--- config.mk ---
export PLATFORM = sky130hd
export DESIGN_NAME = miq_ctrl
export DESIGN_NICKNAME = d
export VERILOG_FILES = /design/src/hdl/miq_pkg.sv /design/src/hdl/miq_ctrl.sv
export SDC_FILE = /design/constraint.sdc
export NUM_CORES = 1
export LEC_CHECK = 0
export BUFFER_PORTS_ARGS = -buffer_cell sky130_fd_sc_hd__buf_4
export CAP_MARGIN = 20
export CELL_PAD_IN_SITES_DETAIL_PLACEMENT = 1
export CELL_PAD_IN_SITES_GLOBAL_PLACEMENT = 1
export CORE_UTILIZATION = 43
export CTS_BUF_LIST = sky130_fd_sc_hd__clkbuf_8
export DETAILED_ROUTE_END_ITERATION = 6
export PLACE_DENSITY = 0.95
export SLEW_MARGIN = 20
export SYNTH_ARGS = -nofsm -noshare
export SYNTH_HDL_FRONTEND = slang
export SYNTH_SLANG_ARGS = --single-unit
--- constraint.sdc ---
create_clock -name clk -period 7.1 [get_ports clk]
set_input_delay 0.71 -clock clk [delete_from_list [all_inputs] [get_ports clk]]
set_output_delay 0.71 -clock clk [all_outputs]
set_load 0.02 [all_outputs]
--- src/hdl/miq_pkg.sv ---
`default_nettype none
// ----------------------------------------------------------------------------
// miq_pkg
// Shared types and codes for the middle insert queue.
// ----------------------------------------------------------------------------
package miq_pkg;

    localparam int VALUE_W          = 31;
    localparam int OCC_W            = 11;
    localparam int ACTION_W         = 2;
    localparam int STATUS_W         = 2;
    localparam int DEFAULT_CAPACITY = 1024;

    localparam logic [ACTION_W-1:0] ACT_PUSH = 2'd0;
    localparam logic [ACTION_W-1:0] ACT_MID  = 2'd1;
    localparam logic [ACTION_W-1:0] ACT_POP  = 2'd2;
    localparam logic [ACTION_W-1:0] ACT_RSVD = 2'd3;  // decoded as a pop

    localparam logic [STATUS_W-1:0] STAT_INSERTED  = 2'd0;
    localparam logic [STATUS_W-1:0] STAT_POPPED    = 2'd1;
    localparam logic [STATUS_W-1:0] STAT_POP_EMPTY = 2'd2;
    localparam logic [STATUS_W-1:0] STAT_PUSH_FULL = 2'd3;

    typedef enum logic [0:0] {
        S_IDLE,
        S_MOVE
    } state_t;

    typedef struct packed {
        logic rd_en;
        logic wr_en;
    } mem_ctl_t;

endpackage : miq_pkg
`default_nettype wire

--- src/hdl/miq_ctrl.sv ---
`default_nettype none
// ----------------------------------------------------------------------------
// miq_ctrl
// Ring pointers, counts and sequencer for the two half stores.
// ----------------------------------------------------------------------------
module miq_ctrl #(
    parameter int CAPACITY = miq_pkg::DEFAULT_CAPACITY
) (
    input  wire                              clk,
    input  wire                              rst_n,
    input  wire                              start,
    output logic                             busy,
    input  wire  [miq_pkg::ACTION_W-1:0]     action,
    input  wire  [miq_pkg::VALUE_W-1:0]      item_value,
    output logic                             done,
    output logic [miq_pkg::VALUE_W-1:0]      popped_value,
    output logic [miq_pkg::STATUS_W-1:0]     status,
    output logic [miq_pkg::OCC_W-1:0]        occupancy,
    output miq_pkg::mem_ctl_t                front_ctl,
    output logic [((((CAPACITY+1)/2) > 1) ? $clog2((CAPACITY+1)/2) : 1)-1:0] front_wr_addr,
    output logic [miq_pkg::VALUE_W-1:0]      front_wr_data,
    output logic [((((CAPACITY+1)/2) > 1) ? $clog2((CAPACITY+1)/2) : 1)-1:0] front_rd_addr,
    input  wire  [miq_pkg::VALUE_W-1:0]      front_rd_data,
    output miq_pkg::mem_ctl_t                back_ctl,
    output logic [((((CAPACITY+1)/2) > 1) ? $clog2((CAPACITY+1)/2) : 1)-1:0] back_wr_addr,
    output logic [miq_pkg::VALUE_W-1:0]      back_wr_data,
    output logic [((((CAPACITY+1)/2) > 1) ? $clog2((CAPACITY+1)/2) : 1)-1:0] back_rd_addr,
    input  wire  [miq_pkg::VALUE_W-1:0]      back_rd_data
);
    import miq_pkg::*;

    localparam int HALF_DEPTH = (CAPACITY + 1) / 2;
    localparam int PTR_W      = (HALF_DEPTH > 1) ? $clog2(HALF_DEPTH) : 1;
    localparam int CNT_W      = $clog2(HALF_DEPTH + 1);
    localparam int SUM_W      = CNT_W + 1;
    localparam int N_W        = $clog2(CAPACITY + 1);

    state_t                state_reg, state_next;
    logic [PTR_W-1:0]      fh_reg, fh_next;
    logic [CNT_W-1:0]      fc_reg, fc_next;
    logic [PTR_W-1:0]      bh_reg, bh_next;
    logic [CNT_W-1:0]      bc_reg, bc_next;
    logic                  is_pop_reg, is_pop_next;
    logic                  move_reg, move_next;
    logic [PTR_W-1:0]      move_addr_reg, move_addr_next;
    logic                  done_reg, done_next;
    logic [VALUE_W-1:0]    popped_reg, popped_next;
    logic [STATUS_W-1:0]   status_reg, status_next;
    logic [OCC_W-1:0]      occ_reg, occ_next;

    logic [N_W-1:0]        n;
    logic [N_W:0]          n_p2;
    logic [PTR_W-1:0]      front_tail;
    logic [PTR_W-1:0]      back_tail;

    function automatic logic [PTR_W-1:0] wrap_add(input logic [PTR_W-1:0] head,
                                                 input logic [CNT_W-1:0] count);
        logic [SUM_W-1:0] sum;
        begin
            sum = SUM_W'(head) + SUM_W'(count);
            if (sum >= SUM_W'(HALF_DEPTH))
            begin
                sum = sum - SUM_W'(HALF_DEPTH);
            end
            return sum[PTR_W-1:0];
        end
    endfunction

    function automatic logic [PTR_W-1:0] ptr_inc(input logic [PTR_W-1:0] p);
        begin
            return (p == PTR_W'(HALF_DEPTH - 1)) ? '0 : p + PTR_W'(1);
        end
    endfunction

    function automatic logic [PTR_W-1:0] ptr_dec(input logic [PTR_W-1:0] p);
        begin
            return (p == '0) ? PTR_W'(HALF_DEPTH - 1) : p - PTR_W'(1);
        end
    endfunction

    assign n          = N_W'(fc_reg) + N_W'(bc_reg);
    assign n_p2       = {1'b0, n} + (N_W+1)'(2);
    assign front_tail = wrap_add(fh_reg, fc_reg);
    assign back_tail  = wrap_add(bh_reg, bc_reg);

    assign busy         = (state_reg == S_MOVE);
    assign done         = done_reg;
    assign popped_value = popped_reg;
    assign status       = status_reg;
    assign occupancy    = occ_reg;

    always_ff @(posedge clk or negedge rst_n)
    begin
        if (!rst_n)
        begin
            state_reg  <= S_IDLE;
            fh_reg     <= '0;
            fc_reg     <= '0;
            bh_reg     <= '0;
            bc_reg     <= '0;
            is_pop_reg <= 1'b0;
            move_reg   <= 1'b0;
            done_reg   <= 1'b0;
        end
        else
        begin
            state_reg  <= state_next;
            fh_reg     <= fh_next;
            fc_reg     <= fc_next;
            bh_reg     <= bh_next;
            bc_reg     <= bc_next;
            is_pop_reg <= is_pop_next;
            move_reg   <= move_next;
            done_reg   <= done_next;
        end
    end

    always_ff @(posedge clk)
    begin
        move_addr_reg <= move_addr_next;
        popped_reg    <= popped_next;
        status_reg    <= status_next;
        occ_reg       <= occ_next;
    end

    always_comb
    begin
        state_next     = state_reg;
        fh_next        = fh_reg;
        fc_next        = fc_reg;
        bh_next        = bh_reg;
        bc_next        = bc_reg;
        is_pop_next    = is_pop_reg;
        move_next      = move_reg;
        move_addr_next = move_addr_reg;
        done_next      = 1'b0;
        popped_next    = popped_reg;
        status_next    = status_reg;
        occ_next       = occ_reg;

        front_ctl      = '0;
        front_wr_addr  = front_tail;
        front_wr_data  = item_value;
        front_rd_addr  = fh_reg;
        back_ctl       = '0;
        back_wr_addr   = back_tail;
        back_wr_data   = item_value;
        back_rd_addr   = bh_reg;

        case (state_reg)
            S_IDLE:
            begin
                if (start)
                begin
                    popped_next = '0;
                    is_pop_next = 1'b0;
                    move_next   = 1'b0;
                    if ((action == ACT_POP) || (action == ACT_RSVD))
                    begin
                        if (n == '0)
                        begin
                            status_next = STAT_POP_EMPTY;
                            occ_next    = OCC_W'(n);
                            done_next   = 1'b1;
                        end
                        else
                        begin
                            // read the head now, hand it out from the move state
                            status_next     = STAT_POPPED;
                            occ_next        = OCC_W'(n) - OCC_W'(1);
                            front_ctl.rd_en = 1'b1;
                            fh_next         = ptr_inc(fh_reg);
                            fc_next         = fc_reg - CNT_W'(1);
                            is_pop_next     = 1'b1;
                            move_addr_next  = front_tail;
                            state_next      = S_MOVE;
                            // refill the front half from the back head
                            if ((N_W'(fc_reg) - N_W'(1) < (n >> 1)) && (bc_reg != '0))
                            begin
                                back_ctl.rd_en = 1'b1;
                                bh_next        = ptr_inc(bh_reg);
                                bc_next        = bc_reg - CNT_W'(1);
                                fc_next        = fc_reg;
                                move_next      = 1'b1;
                            end
                        end
                    end
                    else if (n >= N_W'(CAPACITY))
                    begin
                        status_next = STAT_PUSH_FULL;
                        occ_next    = OCC_W'(n);
                        done_next   = 1'b1;
                    end
                    else if (action == ACT_PUSH)
                    begin
                        status_next = STAT_INSERTED;
                        occ_next    = OCC_W'(n) + OCC_W'(1);
                        if ((N_W+1)'(fc_reg) < (n_p2 >> 1))
                        begin
                            fc_next = fc_reg + CNT_W'(1);
                            if (bc_reg == '0)
                            begin
                                // back half empty: the new value lands in front
                                front_ctl.wr_en = 1'b1;
                                done_next       = 1'b1;
                            end
                            else
                            begin
                                // append at back, move the back head to front
                                back_ctl.wr_en = 1'b1;
                                back_ctl.rd_en = 1'b1;
                                bh_next        = ptr_inc(bh_reg);
                                move_addr_next = front_tail;
                                move_next      = 1'b1;
                                state_next     = S_MOVE;
                            end
                        end
                        else
                        begin
                            back_ctl.wr_en = 1'b1;
                            bc_next        = bc_reg + CNT_W'(1);
                            done_next      = 1'b1;
                        end
                    end
                    else
                    begin
                        status_next = STAT_INSERTED;
                        occ_next    = OCC_W'(n) + OCC_W'(1);
                        done_next   = 1'b1;
                        if (n[0] == 1'b0)
                        begin
                            front_ctl.wr_en = 1'b1;
                            fc_next         = fc_reg + CNT_W'(1);
                        end
                        else
                        begin
                            back_ctl.wr_en = 1'b1;
                            back_wr_addr   = ptr_dec(bh_reg);
                            bh_next        = ptr_dec(bh_reg);
                            bc_next        = bc_reg + CNT_W'(1);
                        end
                    end
                end
            end

            S_MOVE:
            begin
                // the move write is only live when the back head was read
                front_ctl.wr_en = move_reg;
                front_wr_addr   = move_addr_reg;
                front_wr_data   = back_rd_data;
                popped_next     = is_pop_reg ? front_rd_data : '0;
                done_next       = 1'b1;
                state_next      = S_IDLE;
            end

            default:
            begin
                state_next = S_IDLE;
            end
        endcase
    end

endmodule : miq_ctrl
`default_nettype wire

==> metrics <==
# rows=49; post-layout minimum cycle time=5.92 ns; Mapped Avg Cell Area=9.61 um^2; #FFs+latches synth=95; largest net degree at the start of global routing=77; synthesized area=0.00784 mm^2; first-pass GRT wire length=44400 um; Synth-to-Final Area Change=25.7%; Clock Tree Root=clkbuf_8; setup_tns=0 ns; Detailed Place HPWL=23300 um; Initial DRC Count=491; Post-Syn Instances=816; CP Launch Type=flop; syn_nets=991; worst slew pin tran=0.801 ns; top post-synthesis cells by area=edfxtp_1 20%, dfrtp_1 13%, ha_1 11%; fin nets=1190; critical-path cell list=ha_1 > inv_1 > fa_1 > xnor2_1 > ha_1 > nand3_1 > nor3_1 > xor2_1 > ha_1 > a2111oi_0 > o21a_1 > o21a_1 > a41o_1 > and2_1 > nand4_1 > nand2_1 > buf_4; # DRC=0; clk_skew=0.0284 ns; Netlist cell types=79; layout cell share with drive strength beyond 1=0.329; part of the cycle the worst path needs=0.833; DRT Pass-1 Iters=5; drt total wl=29800 um; initial antenna violation count=2; RSZ-0062 raised after global routing=no; total CTS buffers=9; global route overflow=0; Min-Delay Path Class=input port to async pin; number of gates resized after cts=0; Finished Core Util=0.550; GRT Overall Usage=0.318; core area=0.0179 mm^2; FFs w/ async S/R, synth=0.442; H-Tree Depth=3; Final GP Congestion=0.923; Worst path max stage delay=0.60 ns; Largest register FFs=31; Worst slew margin=0.464; DIE WIDTH=137 um; yosys warns=0; Post-synth EDFFs=53; Placed Instances=1233; CP Capture Type=output port; die area=0.0188 mm^2; die height=137 um; Post-DRT Antenna Nets=0; CP max-delay cell=xnor2_1; CTS tree=built; WP data arrival=5.21 ns; vias in the first global route=7696; count of final max-slew check failures=0; clk_lat worst skew=0.41 ns; final std cells w/o fill=1251; Vias=7422; Ports=246; sequential area share after synthesis=0.337; drt wl/cell=23.9 um; Final Hold Vio Count=0; PortBufs=245; CTS Buffer Depth=2; Max-cap violations=0; # hold bufs at CTS=0; vias per cell=5.93; Critical Setup Path Class=flop to output port; fill cell count=2071; final setup vio count=0; ys flop type=edfxtp_1; post-synth top area share=0.203; Post-CTS Setup Inserts=0; Worst-path clk slew=0.11 ns; CP max FO=8; fmax=169 MHz; status=completed; Initial Util=0.438; cell mode on critical path=ha_1; Critical Path RT=6.39 ns; clock sinks=95; cell taking the most area after synthesis=edfxtp_1
## Yosys cell counts (5+ instances only)
library cell  count
a21o_1           15
a21oi_1          45
a31oi_1           6
and3_1           37
buf_2             8
buf_4            32
clkbuf_1         21
dfrtp_1          42
edfxtp_1         53
fa_1              5
ha_1             72
inv_1            40
mux2_1            5
mux2_2           44
nand2_1          46
nand2b_1         13
nand3_1          22
nor2_1           46
nor3_1           24
nor4_1            6
o211ai_1          8
o21a_1            8
o21ai_0          40
o21bai_1          5
o22a_1            6
o22ai_1           5
o31ai_1           8
or3_1             9
xnor2_1          48
xor2_1           22
## critical path: cells and delay by family, from the launching register on
family                   cells  cell delay, ns
AO/OA/AOI/OAI                4            1.00
XOR/XNOR                     2            0.72
adder cells (fa/ha/maj)      4            1.26
buffers and inverters        2            0.23
flip-flops                   1            0.53
AND/OR/NAND/NOR              5            1.07
## metal layers
metal  up-vias  share of wire  GRT usage
met5         -              0          0
met4         0          0.060      0.197
met3       109          0.085     0.0778
met2       366           0.50      0.552
met1      3599           0.36      0.347
li1       3348              -          -
## layout make-up
cell class	count	area [um^2]	share of cell area
sequential	95	2640	0.268
timing repair buffer	250	1880	0.190
inverter	43	161	0.0164
clock inverter	7	75.1	0.00762
clock buffer	9	124	0.0126
multi-input combinational	616	4680	0.475
antenna	2	5.00	0.000508
tap	229	287	0.0291
## path summary, 6_finish.rpt
check | from | end | slack [ns] | depth (start not counted)
min in group clk | move_reg$_DFFE_PN0P_ | move_reg$_DFFE_PN0P_ | 0.54 | 2
max in group asynchronous | rst_n | busy$_DFF_PN0_ | 6.34 | 1
worst max register to register | fc_reg[0]$_DFFE_PN0P_ | move_addr_reg[1]$_DFFE_PP_ | 1.79 | 16
worst max-delay path | fc_reg[0]$_DFFE_PN0P_ | back_ctl[1] | 1.18 | 17
worst min register to register | move_reg$_DFFE_PN0P_ | move_reg$_DFFE_PN0P_ | 0.54 | 2
worst min-delay path | rst_n | bc_reg[5]$_DFFE_PN0P_ | 0.30 | 1
## stage by stage
step                setup slack [ns]  hold WS [ns]  area (um^2)
floorplan                       2.48         0.414         7840
global placement                2.09         0.512         9650
detailed placement              1.81         0.516         9650
CTS                             1.32         0.315         9850
global route                   0.814         0.345         9850
finish                          1.18         0.303         9850
## logic make-up (layout without fill, tap and decap cells)
logic type | after synthesis | after routing | synth area share
other cells | 0 | 2 | 0
simple gates | 227 | 227 | 0.147
flops | 95 | 95 | 0.337
buf+inv | 105 | 309 | 0.0669
fa+ha+maj | 77 | 77 | 0.128
xor+xnor | 72 | 72 | 0.0823
mux | 51 | 51 | 0.0729
compound gates | 189 | 189 | 0.166
## cells in the final DEF, fill, tap and decap left out, types with 3 or more instances in the layout
cell type,n
mux2_2,44
mux2_1,5
a211oi_1,4
dfrtp_1,41
nor2b_1,4
a21o_1,15
a2111oi_2,3
o21bai_1,5
and2_1,3
nand2_1,46
o21ai_0,40
o31ai_1,8
o22ai_1,5
inv_2,3
edfxtp_1,53
xor2_1,22
nor3_1,24
or3_1,9
xnor2_1,48
nor2_1,46
o21a_1,8
o22a_1,6
nor4_1,6
or2_2,4
buf_4,250
o211ai_1,8
nand2b_1,13
a22oi_1,4
inv_6,3
fa_1,5
inv_1,40
clkbuf_8,9
a21oi_1,45
a31oi_1,6
ha_1,72
and3_1,37
nand3_1,22
Power is not shown: default switching activity piles up to over one toggle a cycle in this logic, so the estimate is an artifact.
